## config.mk

```make
export PLATFORM = sky130hd
export DESIGN_NAME = nearest_neighbor_crop_resize_engine
export DESIGN_NICKNAME = d
export VERILOG_FILES = /design/src/hw/rtl/nncr_pkg.sv /design/src/hw/rtl/nncr_serdiv.sv /design/src/hw/rtl/nncr_addr.sv /design/src/hw/rtl/nearest_neighbor_crop_resize_engine.sv
export SDC_FILE = /design/constraint.sdc
export NUM_CORES = 1
export LEC_CHECK = 0
export BUFFER_PORTS_ARGS = -buffer_cell sky130_fd_sc_hd__buf_2
export CAP_MARGIN = 20
export CORE_ASPECT_RATIO = 1.75
export CORE_MARGIN = 2
export CORE_UTILIZATION = 54
export CTS_CLUSTER_DIAMETER = 80
export DETAILED_ROUTE_END_ITERATION = 8
export PLACE_DENSITY_LB_ADDON = 0.2
export SYNTH_ARGS = -nofsm -noshare
export SYNTH_HDL_FRONTEND = slang
export SYNTH_SLANG_ARGS = --single-unit
```

## constraint.sdc

```tcl
create_clock -name i_clk -period 7 [get_ports i_clk]
set_input_delay 0.7 -clock i_clk [delete_from_list [all_inputs] [get_ports i_clk]]
set_output_delay 0.7 -clock i_clk [all_outputs]
set_load 0.01 [all_outputs]
```

## src/hw/rtl/nncr_pkg.sv

```systemverilog
package nncr_pkg;

    localparam int COORD_W     = 11;
    localparam int PATCH_REG_W = 8;
    localparam int COLOR_W     = 8;
    localparam int DEST_W      = 16;
    localparam int FETCH_W     = 22;
    localparam int CFG_IDX_W   = 3;
    localparam int IN_DATA_W   = 24;
    localparam int OUT_DATA_W  = 64;
    localparam int OUT_USER_W  = 3;

    typedef logic [CFG_IDX_W-1:0] t_cfg_idx;

    localparam t_cfg_idx CFG_FRAME_WIDTH  = 3'd0;
    localparam t_cfg_idx CFG_BOX_X_MIN    = 3'd1;
    localparam t_cfg_idx CFG_BOX_Y_MIN    = 3'd2;
    localparam t_cfg_idx CFG_BOX_X_MAX    = 3'd3;
    localparam t_cfg_idx CFG_BOX_Y_MAX    = 3'd4;
    localparam t_cfg_idx CFG_PATCH_WIDTH  = 3'd5;
    localparam t_cfg_idx CFG_PATCH_HEIGHT = 3'd6;

    localparam logic [COORD_W-1:0]     RST_FRAME_WIDTH  = 11'd320;
    localparam logic [COORD_W-1:0]     RST_BOX_X_MIN    = 11'd0;
    localparam logic [COORD_W-1:0]     RST_BOX_Y_MIN    = 11'd0;
    localparam logic [COORD_W-1:0]     RST_BOX_X_MAX    = 11'd48;
    localparam logic [COORD_W-1:0]     RST_BOX_Y_MAX    = 11'd48;
    localparam logic [PATCH_REG_W-1:0] RST_PATCH_WIDTH  = 8'd48;
    localparam logic [PATCH_REG_W-1:0] RST_PATCH_HEIGHT = 8'd48;

endpackage

```

## src/hw/rtl/nncr_serdiv.sv

```systemverilog
module nncr_serdiv #(
    parameter int DVW = 8,
    parameter int HW  = 7,
    parameter int QW  = 11
) (
    input  logic              i_clk,
    input  logic              i_rst_n,
    input  logic              i_start,
    input  logic [HW+QW-1:0]  i_dividend,
    input  logic [DVW-1:0]    i_divisor,
    output logic [QW-1:0]     o_quotient,
    output logic              o_busy
);

    localparam int CNTW = $clog2(QW + 1);

    logic [DVW-1:0]  r_rem;
    logic [QW-1:0]   r_sh;
    logic [DVW-1:0]  r_div;
    logic [CNTW-1:0] r_cnt;

    logic [DVW:0]    trial;
    logic            ge;
    logic [DVW:0]    diff;

    // one quotient bit per cycle, restoring form
    assign trial = {r_rem, r_sh[QW-1]};
    assign ge    = trial >= {1'b0, r_div};
    assign diff  = trial - {1'b0, r_div};

    always_ff @(posedge i_clk) begin
        if (!i_rst_n) begin
            r_cnt <= '0;
        end else if (i_start) begin
            r_cnt <= CNTW'(QW);
        end else if (r_cnt != '0) begin
            r_cnt <= r_cnt - 1'b1;
        end
    end

    always_ff @(posedge i_clk) begin
        if (i_start) begin
            // high part is below the divisor, so it seeds the remainder
            r_rem <= DVW'(i_dividend[HW+QW-1:QW]);
            r_sh  <= i_dividend[QW-1:0];
            r_div <= i_divisor;
        end else if (r_cnt != '0) begin
            r_rem <= ge ? diff[DVW-1:0] : trial[DVW-1:0];
            r_sh  <= {r_sh[QW-2:0], ge};
        end
    end

    assign o_quotient = r_sh;
    assign o_busy     = r_cnt != '0;

endmodule

```

## src/hw/rtl/nncr_addr.sv

```systemverilog
module nncr_addr (
    input  logic                          i_clk,
    input  logic [nncr_pkg::COORD_W-1:0]  i_frame_width,
    input  logic [nncr_pkg::COORD_W-1:0]  i_x_min,
    input  logic [nncr_pkg::COORD_W-1:0]  i_y_min,
    input  logic [nncr_pkg::COORD_W-1:0]  i_qx,
    input  logic [nncr_pkg::COORD_W-1:0]  i_qy,
    output logic [nncr_pkg::FETCH_W-1:0]  o_fetch_index
);
    import nncr_pkg::*;

    logic [COORD_W:0]   sx;
    logic [COORD_W:0]   sy;
    logic [2*COORD_W:0] prod_full;
    logic [FETCH_W-1:0] r_prod;
    logic [COORD_W:0]   r_sx;
    logic [FETCH_W-1:0] lin;
    logic [FETCH_W-1:0] r_idx;

    assign sx        = {1'b0, i_x_min} + {1'b0, i_qx};
    assign sy        = {1'b0, i_y_min} + {1'b0, i_qy};
    assign prod_full = sy * i_frame_width;

    // index wraps at the fetch width, so only the low bits are kept
    assign lin = r_prod + FETCH_W'(r_sx);

    always_ff @(posedge i_clk) begin
        r_prod <= prod_full[FETCH_W-1:0];
        r_sx   <= sx;
        r_idx  <= lin + {lin[FETCH_W-2:0], 1'b0};
    end

    assign o_fetch_index = r_idx;

endmodule

```

## src/hw/rtl/nearest_neighbor_crop_resize_engine.sv

```systemverilog
// channel   direction  tdata (low bit up)                          tuser / tlast
// s_axis    in         pixel_red, pixel_green, pixel_blue          tuser: action
// m_axis    out        dest_index, out_red, out_green, out_blue,   tuser: write_valid,
//                      fetch_index, 2 bits zero                    fetch_valid, crop_empty;
//                                                                  tlast: last_pixel
// cfg       in         i_cfg_addr selects register, i_cfg_wdata holds the value
//
// a request that asks for a fetch runs from accept to the next ready through these steps:
// accept, operand load, the two bit-serial dividers (one per axis),
// the address multiply and index registers, and the handoff to the output register.
// every other request goes from accept straight to the handoff to the output register.
// reset is synchronous and returns registers to their defaults and the engine to idle.
// a stalled output holds its result; a new request is taken while it waits.
module nearest_neighbor_crop_resize_engine #(
    parameter int PATCH_DIM_MAX = 128
) (
    input  logic                              i_clk,
    input  logic                              i_rst_n,
    input  logic                              i_cfg_wen,
    input  logic [nncr_pkg::CFG_IDX_W-1:0]    i_cfg_addr,
    input  logic [nncr_pkg::COORD_W-1:0]      i_cfg_wdata,
    input  logic                              s_axis_tvalid,
    output logic                              s_axis_tready,
    // pixel_red, pixel_green, pixel_blue
    input  logic [nncr_pkg::IN_DATA_W-1:0]    s_axis_tdata,
    // action
    input  logic                              s_axis_tuser,
    output logic                              m_axis_tvalid,
    input  logic                              m_axis_tready,
    // dest_index, out_red, out_green, out_blue, fetch_index, zero pad
    output logic [nncr_pkg::OUT_DATA_W-1:0]   m_axis_tdata,
    // write_valid, fetch_valid, crop_empty
    output logic [nncr_pkg::OUT_USER_W-1:0]   m_axis_tuser,
    output logic                              m_axis_tlast
);
    import nncr_pkg::*;

    localparam int PW  = $clog2(PATCH_DIM_MAX + 1);
    localparam int CW  = (PATCH_DIM_MAX > 1) ? $clog2(PATCH_DIM_MAX) : 1;
    localparam int PRW = CW + COORD_W;
    localparam int LW  = CW + PW + 1;

    typedef enum logic [4:0] {
        S_IDLE = 5'b00001,
        S_LOAD = 5'b00010,
        S_DIV  = 5'b00100,
        S_ADDR = 5'b01000,
        S_DONE = 5'b10000
    } t_state;

    t_state r_state;
    t_state n_state;

    logic [COORD_W-1:0]     r_frame_width;
    logic [COORD_W-1:0]     r_box_x_min;
    logic [COORD_W-1:0]     r_box_y_min;
    logic [COORD_W-1:0]     r_box_x_max;
    logic [COORD_W-1:0]     r_box_y_max;
    logic [PATCH_REG_W-1:0] r_patch_width;
    logic [PATCH_REG_W-1:0] r_patch_height;

    logic [CW-1:0] r_col;
    logic [CW-1:0] r_row;
    logic          r_busy;

    logic               r_wr;
    logic [DEST_W-1:0]  r_dest;
    logic [COLOR_W-1:0] r_red;
    logic [COLOR_W-1:0] r_green;
    logic [COLOR_W-1:0] r_blue;
    logic               r_fetch;
    logic               r_last;
    logic               r_empty;
    logic [CW-1:0]      r_kx;
    logic [CW-1:0]      r_ky;

    logic                  r_m_valid;
    logic [OUT_DATA_W-1:0] r_m_data;
    logic [OUT_USER_W-1:0] r_m_user;
    logic                  r_m_last;

    logic [PW-1:0] pw;
    logic [PW-1:0] ph;

    logic               accept;
    logic [CW:0]        col_inc;
    logic [CW:0]        row_inc;
    logic [CW:0]        nrow;
    logic [LW-1:0]      lin;
    logic [CW-1:0]      n_col;
    logic [CW-1:0]      n_row;
    logic               n_busy;
    logic               n_wr;
    logic [DEST_W-1:0]  n_dest;
    logic               n_fetch;
    logic               n_last;
    logic               n_empty;
    logic [CW-1:0]      n_kx;
    logic [CW-1:0]      n_ky;

    logic               x_ok;
    logic               y_ok;
    logic [COORD_W-1:0] wx;
    logic [COORD_W-1:0] wy;
    logic [PRW-1:0]     dvd_x;
    logic [PRW-1:0]     dvd_y;
    logic [PW-1:0]      dvs_x;
    logic [PW-1:0]      dvs_y;
    logic               div_start;
    logic [COORD_W-1:0] qx;
    logic [COORD_W-1:0] qy;
    logic               busy_x;
    logic               busy_y;
    logic [FETCH_W-1:0] fetch_index;
    logic               out_load;

    // configuration registers
    always_ff @(posedge i_clk) begin
        if (!i_rst_n) begin
            r_frame_width  <= RST_FRAME_WIDTH;
            r_box_x_min    <= RST_BOX_X_MIN;
            r_box_y_min    <= RST_BOX_Y_MIN;
            r_box_x_max    <= RST_BOX_X_MAX;
            r_box_y_max    <= RST_BOX_Y_MAX;
            r_patch_width  <= RST_PATCH_WIDTH;
            r_patch_height <= RST_PATCH_HEIGHT;
        end else if (i_cfg_wen) begin
            unique case (i_cfg_addr)
                CFG_FRAME_WIDTH:  r_frame_width  <= i_cfg_wdata;
                CFG_BOX_X_MIN:    r_box_x_min    <= i_cfg_wdata;
                CFG_BOX_Y_MIN:    r_box_y_min    <= i_cfg_wdata;
                CFG_BOX_X_MAX:    r_box_x_max    <= i_cfg_wdata;
                CFG_BOX_Y_MAX:    r_box_y_max    <= i_cfg_wdata;
                CFG_PATCH_WIDTH:  r_patch_width  <= i_cfg_wdata[PATCH_REG_W-1:0];
                CFG_PATCH_HEIGHT: r_patch_height <= i_cfg_wdata[PATCH_REG_W-1:0];
                default: ;
            endcase
        end
    end

    // patch size saturates at the largest supported patch
    assign pw = ({1'b0, r_patch_width} > (PATCH_REG_W + 1)'(PATCH_DIM_MAX)) ?
                PW'(PATCH_DIM_MAX) : PW'(r_patch_width);
    assign ph = ({1'b0, r_patch_height} > (PATCH_REG_W + 1)'(PATCH_DIM_MAX)) ?
                PW'(PATCH_DIM_MAX) : PW'(r_patch_height);

    assign s_axis_tready = r_state == S_IDLE;
    assign accept        = s_axis_tvalid && s_axis_tready;

    assign col_inc = {1'b0, r_col} + 1'b1;
    assign row_inc = {1'b0, r_row} + 1'b1;
    assign lin     = LW'(r_row) * LW'(pw) + LW'(r_col);

    always_comb begin
        n_col   = r_col;
        n_row   = r_row;
        n_busy  = r_busy;
        n_wr    = 1'b0;
        n_dest  = '0;
        n_fetch = 1'b0;
        n_last  = 1'b0;
        n_empty = 1'b0;
        n_kx    = '0;
        n_ky    = '0;
        nrow    = {1'b0, r_row};
        if (!s_axis_tuser) begin
            n_col  = '0;
            n_row  = '0;
            n_busy = 1'b0;
            if (r_box_x_max <= r_box_x_min || r_box_y_max <= r_box_y_min) begin
                n_empty = 1'b1;
            end else if (pw != '0 && ph != '0) begin
                n_busy  = 1'b1;
                n_fetch = 1'b1;
            end
        end else if (r_busy) begin
            n_wr   = 1'b1;
            n_dest = DEST_W'({lin, 1'b0} + {1'b0, lin});
            if (col_inc < (CW + 1)'(pw)) begin
                n_col = col_inc[CW-1:0];
                nrow  = {1'b0, r_row};
            end else begin
                n_col = '0;
                nrow  = row_inc;
            end
            // counters at or past the patch size end the crop
            if (nrow >= (CW + 1)'(ph) || (CW + 1)'(n_col) >= (CW + 1)'(pw)) begin
                n_busy = 1'b0;
                n_col  = '0;
                n_row  = '0;
                n_last = 1'b1;
            end else begin
                n_row   = nrow[CW-1:0];
                n_fetch = 1'b1;
                n_kx    = n_col;
                n_ky    = nrow[CW-1:0];
            end
        end
    end

    always_ff @(posedge i_clk) begin
        if (!i_rst_n) begin
            r_col  <= '0;
            r_row  <= '0;
            r_busy <= 1'b0;
        end else if (accept) begin
            r_col  <= n_col;
            r_row  <= n_row;
            r_busy <= n_busy;
        end
    end

    always_ff @(posedge i_clk) begin
        if (accept) begin
            r_wr    <= n_wr;
            r_dest  <= n_dest;
            r_red   <= n_wr ? s_axis_tdata[COLOR_W-1:0] : '0;
            r_green <= n_wr ? s_axis_tdata[2*COLOR_W-1:COLOR_W] : '0;
            r_blue  <= n_wr ? s_axis_tdata[3*COLOR_W-1:2*COLOR_W] : '0;
            r_fetch <= n_fetch;
            r_last  <= n_last;
            r_empty <= n_empty;
            r_kx    <= n_kx;
            r_ky    <= n_ky;
        end
    end

    // divider operands; an empty axis divides zero and yields zero offset
    assign wx    = r_box_x_max - r_box_x_min;
    assign wy    = r_box_y_max - r_box_y_min;
    assign x_ok  = (r_box_x_max > r_box_x_min) && (pw != '0);
    assign y_ok  = (r_box_y_max > r_box_y_min) && (ph != '0);
    assign dvd_x = x_ok ? PRW'(r_kx) * PRW'(wx) : '0;
    assign dvd_y = y_ok ? PRW'(r_ky) * PRW'(wy) : '0;
    assign dvs_x = x_ok ? pw : PW'(1);
    assign dvs_y = y_ok ? ph : PW'(1);

    assign div_start = r_state == S_LOAD;

    nncr_serdiv #(
        .DVW (PW),
        .HW  (CW),
        .QW  (COORD_W)
    ) u_div_x (
        .i_clk      (i_clk),
        .i_rst_n    (i_rst_n),
        .i_start    (div_start),
        .i_dividend (dvd_x),
        .i_divisor  (dvs_x),
        .o_quotient (qx),
        .o_busy     (busy_x)
    );

    nncr_serdiv #(
        .DVW (PW),
        .HW  (CW),
        .QW  (COORD_W)
    ) u_div_y (
        .i_clk      (i_clk),
        .i_rst_n    (i_rst_n),
        .i_start    (div_start),
        .i_dividend (dvd_y),
        .i_divisor  (dvs_y),
        .o_quotient (qy),
        .o_busy     (busy_y)
    );

    nncr_addr u_addr (
        .i_clk         (i_clk),
        .i_frame_width (r_frame_width),
        .i_x_min       (r_box_x_min),
        .i_y_min       (r_box_y_min),
        .i_qx          (qx),
        .i_qy          (qy),
        .o_fetch_index (fetch_index)
    );

    assign out_load = (r_state == S_DONE) && (!r_m_valid || m_axis_tready);

    always_comb begin
        n_state = r_state;
        unique case (r_state)
            S_IDLE: begin
                if (accept) begin
                    n_state = n_fetch ? S_LOAD : S_DONE;
                end
            end
            S_LOAD: n_state = S_DIV;
            S_DIV: begin
                // address stage captures the quotients on the exit cycle
                if (!busy_x && !busy_y) begin
                    n_state = S_ADDR;
                end
            end
            S_ADDR: n_state = S_DONE;
            S_DONE: begin
                if (out_load) begin
                    n_state = S_IDLE;
                end
            end
            default: n_state = S_IDLE;
        endcase
    end

    always_ff @(posedge i_clk) begin
        if (!i_rst_n) begin
            r_state <= S_IDLE;
        end else begin
            r_state <= n_state;
        end
    end

    always_ff @(posedge i_clk) begin
        if (!i_rst_n) begin
            r_m_valid <= 1'b0;
        end else if (out_load) begin
            r_m_valid <= 1'b1;
        end else if (m_axis_tready) begin
            r_m_valid <= 1'b0;
        end
    end

    always_ff @(posedge i_clk) begin
        if (out_load) begin
            r_m_data <= {2'b00, (r_fetch ? fetch_index : FETCH_W'(0)),
                         r_blue, r_green, r_red, r_dest};
            r_m_user <= {r_empty, r_fetch, r_wr};
            r_m_last <= r_last;
        end
    end

    assign m_axis_tvalid = r_m_valid;
    assign m_axis_tdata  = r_m_data;
    assign m_axis_tuser  = r_m_user;
    assign m_axis_tlast  = r_m_last;

endmodule
```

==> flow_summary_export.csv <==
group,metric,value,unit
outcome,status,"finished, final reports clean",
worst_setup_path,reg2reg_depth,26,
power_and_ir_drop,power.total,8.207,mW
worst_setup_path,cp_top_family,"adder cells",
global_route,grt.overflow.total,0,
floorplanning,die_w,175.8,um
sta,worst_pin_slew,0.9196,ns
sta,fin_skew,0.01767,ns
routing,dr.first_iter.drc_count,1047,
synth,syn_inst,3005,
synth,synth_xor_area_share,4.632,%
sta,hold_ws,0.4169,ns
synth,synth_top_family_by_area,"adder cells",
run,maxCapViolCount,0,
sta,slew_violations,0,
routing,wl_per_cell,17.82,um
routing,route.detailed.drc,0,
worst_setup_path,worst_setup_path_end_kind,"register",
global_route,grt_use_met3,2.919,%
clocking,clockRootBuffer,"clkbuf_16",
final_layout,final_layout_size_suffix_gt1_share,7.845,%
synth,synth.avg_cell_area,9.286,um2
global_route,grt_pass1_vias,22717,
worst_setup_path,required,7.41,ns
sta,finalSetupViolCount,0,
routing,vias,21373,
worst_hold_path,min_path_type,"register to register",
worst_setup_path,r2r_start,"u_div_y.o_quotient[1]$_DFFE_PP_",
clocking,cts_sinks,334,
final_layout,fin_nets,3662,
clocking,cts_inserted_buffers,35,
final_layout,final_common_cell,"nand2_1",
synth,synth-simple-area-share,18.56,%
floorplanning,die_area,53580,um2
worst_setup_path,crit_fanout,5,
worst_setup_path,critPathBufInv,5,
floorplanning,die_y,304.7,um
worst_setup_path,cp_slowest_cell,"fa_1",
synth,ys_seq_elements,334,
floorplanning,coreArea,51200,um2
synth,muxShareOfSynthArea,0.4305,%
global_route,grt_use_met2,50.37,%
final_layout,area_growth_syn_to_layout,9.170,%
synth,synth_area,27900,um2
global_route,top_usage_layer,"met2",
sta,post-route-period-util,96.51,%
worst_hold_path,hold-path-cell-count,0,
power_and_ir_drop,p_leak,14.07,nW
sta,rsz0062_at_grt,"yes",
worst_setup_path,timing.reg2reg.setup_slack,0.24,ns
power_and_ir_drop,power_density,269.4,nW/um2
global_route,met1_usage,26.20,%
clocking,clk_latency,0.54,ns
worst_setup_path,r2r_end,"u_addr.r_prod[20]$_DFF_P_",
synth,ys_types,79,
worst_setup_path,cpMostUsedCell,"fa_1",
floorplanning,top_level_ports,114,
sta,hold_violations,0,
power_and_ir_drop,ir_drop,0.2275,mV
floorplanning,num_rows,110,
sta,min_period,6.756,ns
routing,wl,67650,um
placed_design,gp_congestion,0.9566,
floorplanning,start_util,54.50,%
synth,synth-async-reset-ratio,0,%
worst_setup_path,crit_start,"u_div_y.o_quotient[1]$_DFFE_PP_",
synth,yosysWarnings,0,
synth,synth_enable_flop_cells,176,
placed_design,dp_hpwl,53670,um
placed_design,port_buffers,111,
clocking,h-tree-depth,2,
global_route,grt_first_pass_wirelength,111000,um
final_layout,most-common-layout-cells,"nand2_1, inv_1, ha_1",
global_route,grt_usage,25.75,%
synth,yosysSeqAreaShare,30.28,%
clocking,cts_tree,"done",
worst_setup_path,setup.worst_path.class,"register to register",
routing,drtAntennaViolNets,0,
sta,max_freq,148.0,MHz
synth,synth_ff_type,"edfxtp_1",
global_route,grt_max_degree,61,
clocking,path_clk_slew,0.06,ns
worst_setup_path,cp.depth,26,
worst_setup_path,max_stage_delay,0.53,ns
routing,vias_per_cell,5.629,
synth,synthAdderAreaFrac,29.31,%
sta,relSlewSlack,38.43,%
worst_setup_path,worstSetupEndpoint,"u_addr.r_prod[20]$_DFF_P_",
synth,synth_compound_area_share,10.49,%
global_route,antenna_found_initial,1,
worst_setup_path,cp.arrival,7.17,ns
worst_setup_path,startpoint_type,"register",
clocking,clk_path_buf_depth,3,
routing,first_pass_iters,5,
cells in the mapped netlist (13+ instances only):
master	instances	area, um2
ha_1	300	3754
o21bai_1	13	97.59
o21ai_1	31	155.2
o21ai_0	44	220.2
xor2_1	47	411.6
nor2b_1	63	394.1
a21o_1	40	300.3
a21oi_1	174	870.8
nand2b_1	34	212.7
o21a_1	23	172.7
nand4_1	13	81.33
o31ai_1	18	135.1
nand3_1	46	230.2
or3_1	19	118.9
inv_1	369	1385
xnor2_1	96	840.8
nand2_1	409	1535
dfxtp_1	158	3163
nor3_1	44	220.2
and2_1	184	1151
o22ai_1	16	100.1
nor2_1	162	608.1
fa_1	221	4424
clkbuf_1	91	341.6
edfxtp_1	176	5285
and3_1	43	269.0
registers in the layout, summed over array words and instances (netlist names), 12 cells and up:
| register | flops |
|---|---|
| m_axis_tdata | 62 |
| u_addr.o_fetch_index | 22 |
| u_addr.r_prod | 22 |
| r_dest | 16 |
| u_addr.r_sx | 12 |
final cells by class:
type	instances	area, um2
fill	4499	20740
clock inverter	12	107.6
antenna	2	5.005
inverter	371	1393
multi-input combinational	2206	17800
tap	672	840.8
sequential	334	8449
timing repair buffer	149	835.8
clock buffer	51	1027
timing repair:
action | in CTS | in global routing
buffers inserted | 0 | 2
endpoints found under the setup margin | 0 | 9
endpoints found under the hold margin | 0 | 0
hold buffers | 0 | 0
gates resized for setup | 0 | 17
where the power goes:
| group | switching [mW] | internal, mW |
|---|---|---|
| clock network | 0.794 | 1.07 |
| registers | 0.180 | 2.41 |
| logic | 2.18 | 1.58 |
| total | 3.16 | 5.05 |
cell families (layout without fill, tap and decap cells):
kind of cell               count (synthesis)  after routing
adders and majority gates                521            521
AOI/OAI and AO/OA                        461            461
xor gates and xnor gates                 145            145
DFF                                      334            334
muxes                                     12             12
other                                      1              4
and+or+nand+nor                         1065           1065
buffers and inverters                    466            583
worst register-to-register path: cells and delay by family, from the launching register on:
| family | cells | cell delay (ns) |
|---|---|---|
| adder cells (fa/ha/maj) | 7 | 3.18 |
| AO/OA/AOI/OAI | 8 | 1.39 |
| AND/OR/NAND/NOR | 4 | 0.92 |
| buffers and inverters | 5 | 0.42 |
| flip-flops | 1 | 0.40 |
| XOR/XNOR | 2 | 0.35 |
stage by stage:
| stage | setup WS (ns) | utilization, % | setup TNS, ns | instance area (um2) | std cells |
|---|---|---|---|---|---|
| 2_1_floorplan | 0.3163 | - | 0 | 27910 | 3006 |
| 3_3_place_gp | 0.2920 | 57.03 | 0 | 29200 | 3727 |
| 5_1_grt | -0.04406 | 59.49 | -0.06571 | 30460 | 3795 |
| 4_1_cts | 0.07010 | 59.26 | 0 | 30340 | 3791 |
| 3_5_place_dp | 0.08475 | 57.04 | 0 | 29210 | 3728 |
| 6_report | 0.2441 | 59.50 | 0 | 30460 | 3797 |
routing by layer:
| layer | up-vias | wire length, um | share of wire, % |
|---|---|---|---|
| met5 | - | 18 | 0.027 |
| met4 | 2 | 3971 | 5.9 |
| met3 | 224 | 2673 | 4.0 |
| met2 | 549 | 37320 | 55 |
| met1 | 10433 | 23660 | 35 |
| li1 | 10165 | - | - |
worst min-delay path by stage:
| stage | from | end | slack, ns |
|---|---|---|---|
| floorplan | r_dest[0]$_SDFFCE_PN0P_ | m_axis_tdata[0]$_DFFE_PP_ | 0.40 |
| global placement | r_blue[1]$_SDFFCE_PN0P_ | m_axis_tdata[33]$_DFFE_PP_ | 0.40 |
| detailed placement | r_dest[13]$_SDFFCE_PN0P_ | m_axis_tdata[13]$_DFFE_PP_ | 0.40 |
| CTS | r_blue[6]$_SDFFCE_PN0P_ | m_axis_tdata[38]$_DFFE_PP_ | 0.42 |
| global route | r_blue[6]$_SDFFCE_PN0P_ | m_axis_tdata[38]$_DFFE_PP_ | 0.42 |
| finish | r_dest[13]$_SDFFCE_PN0P_ | m_axis_tdata[13]$_DFFE_PP_ | 0.42 |
Note: power is estimated with default switching activity, not from simulation.
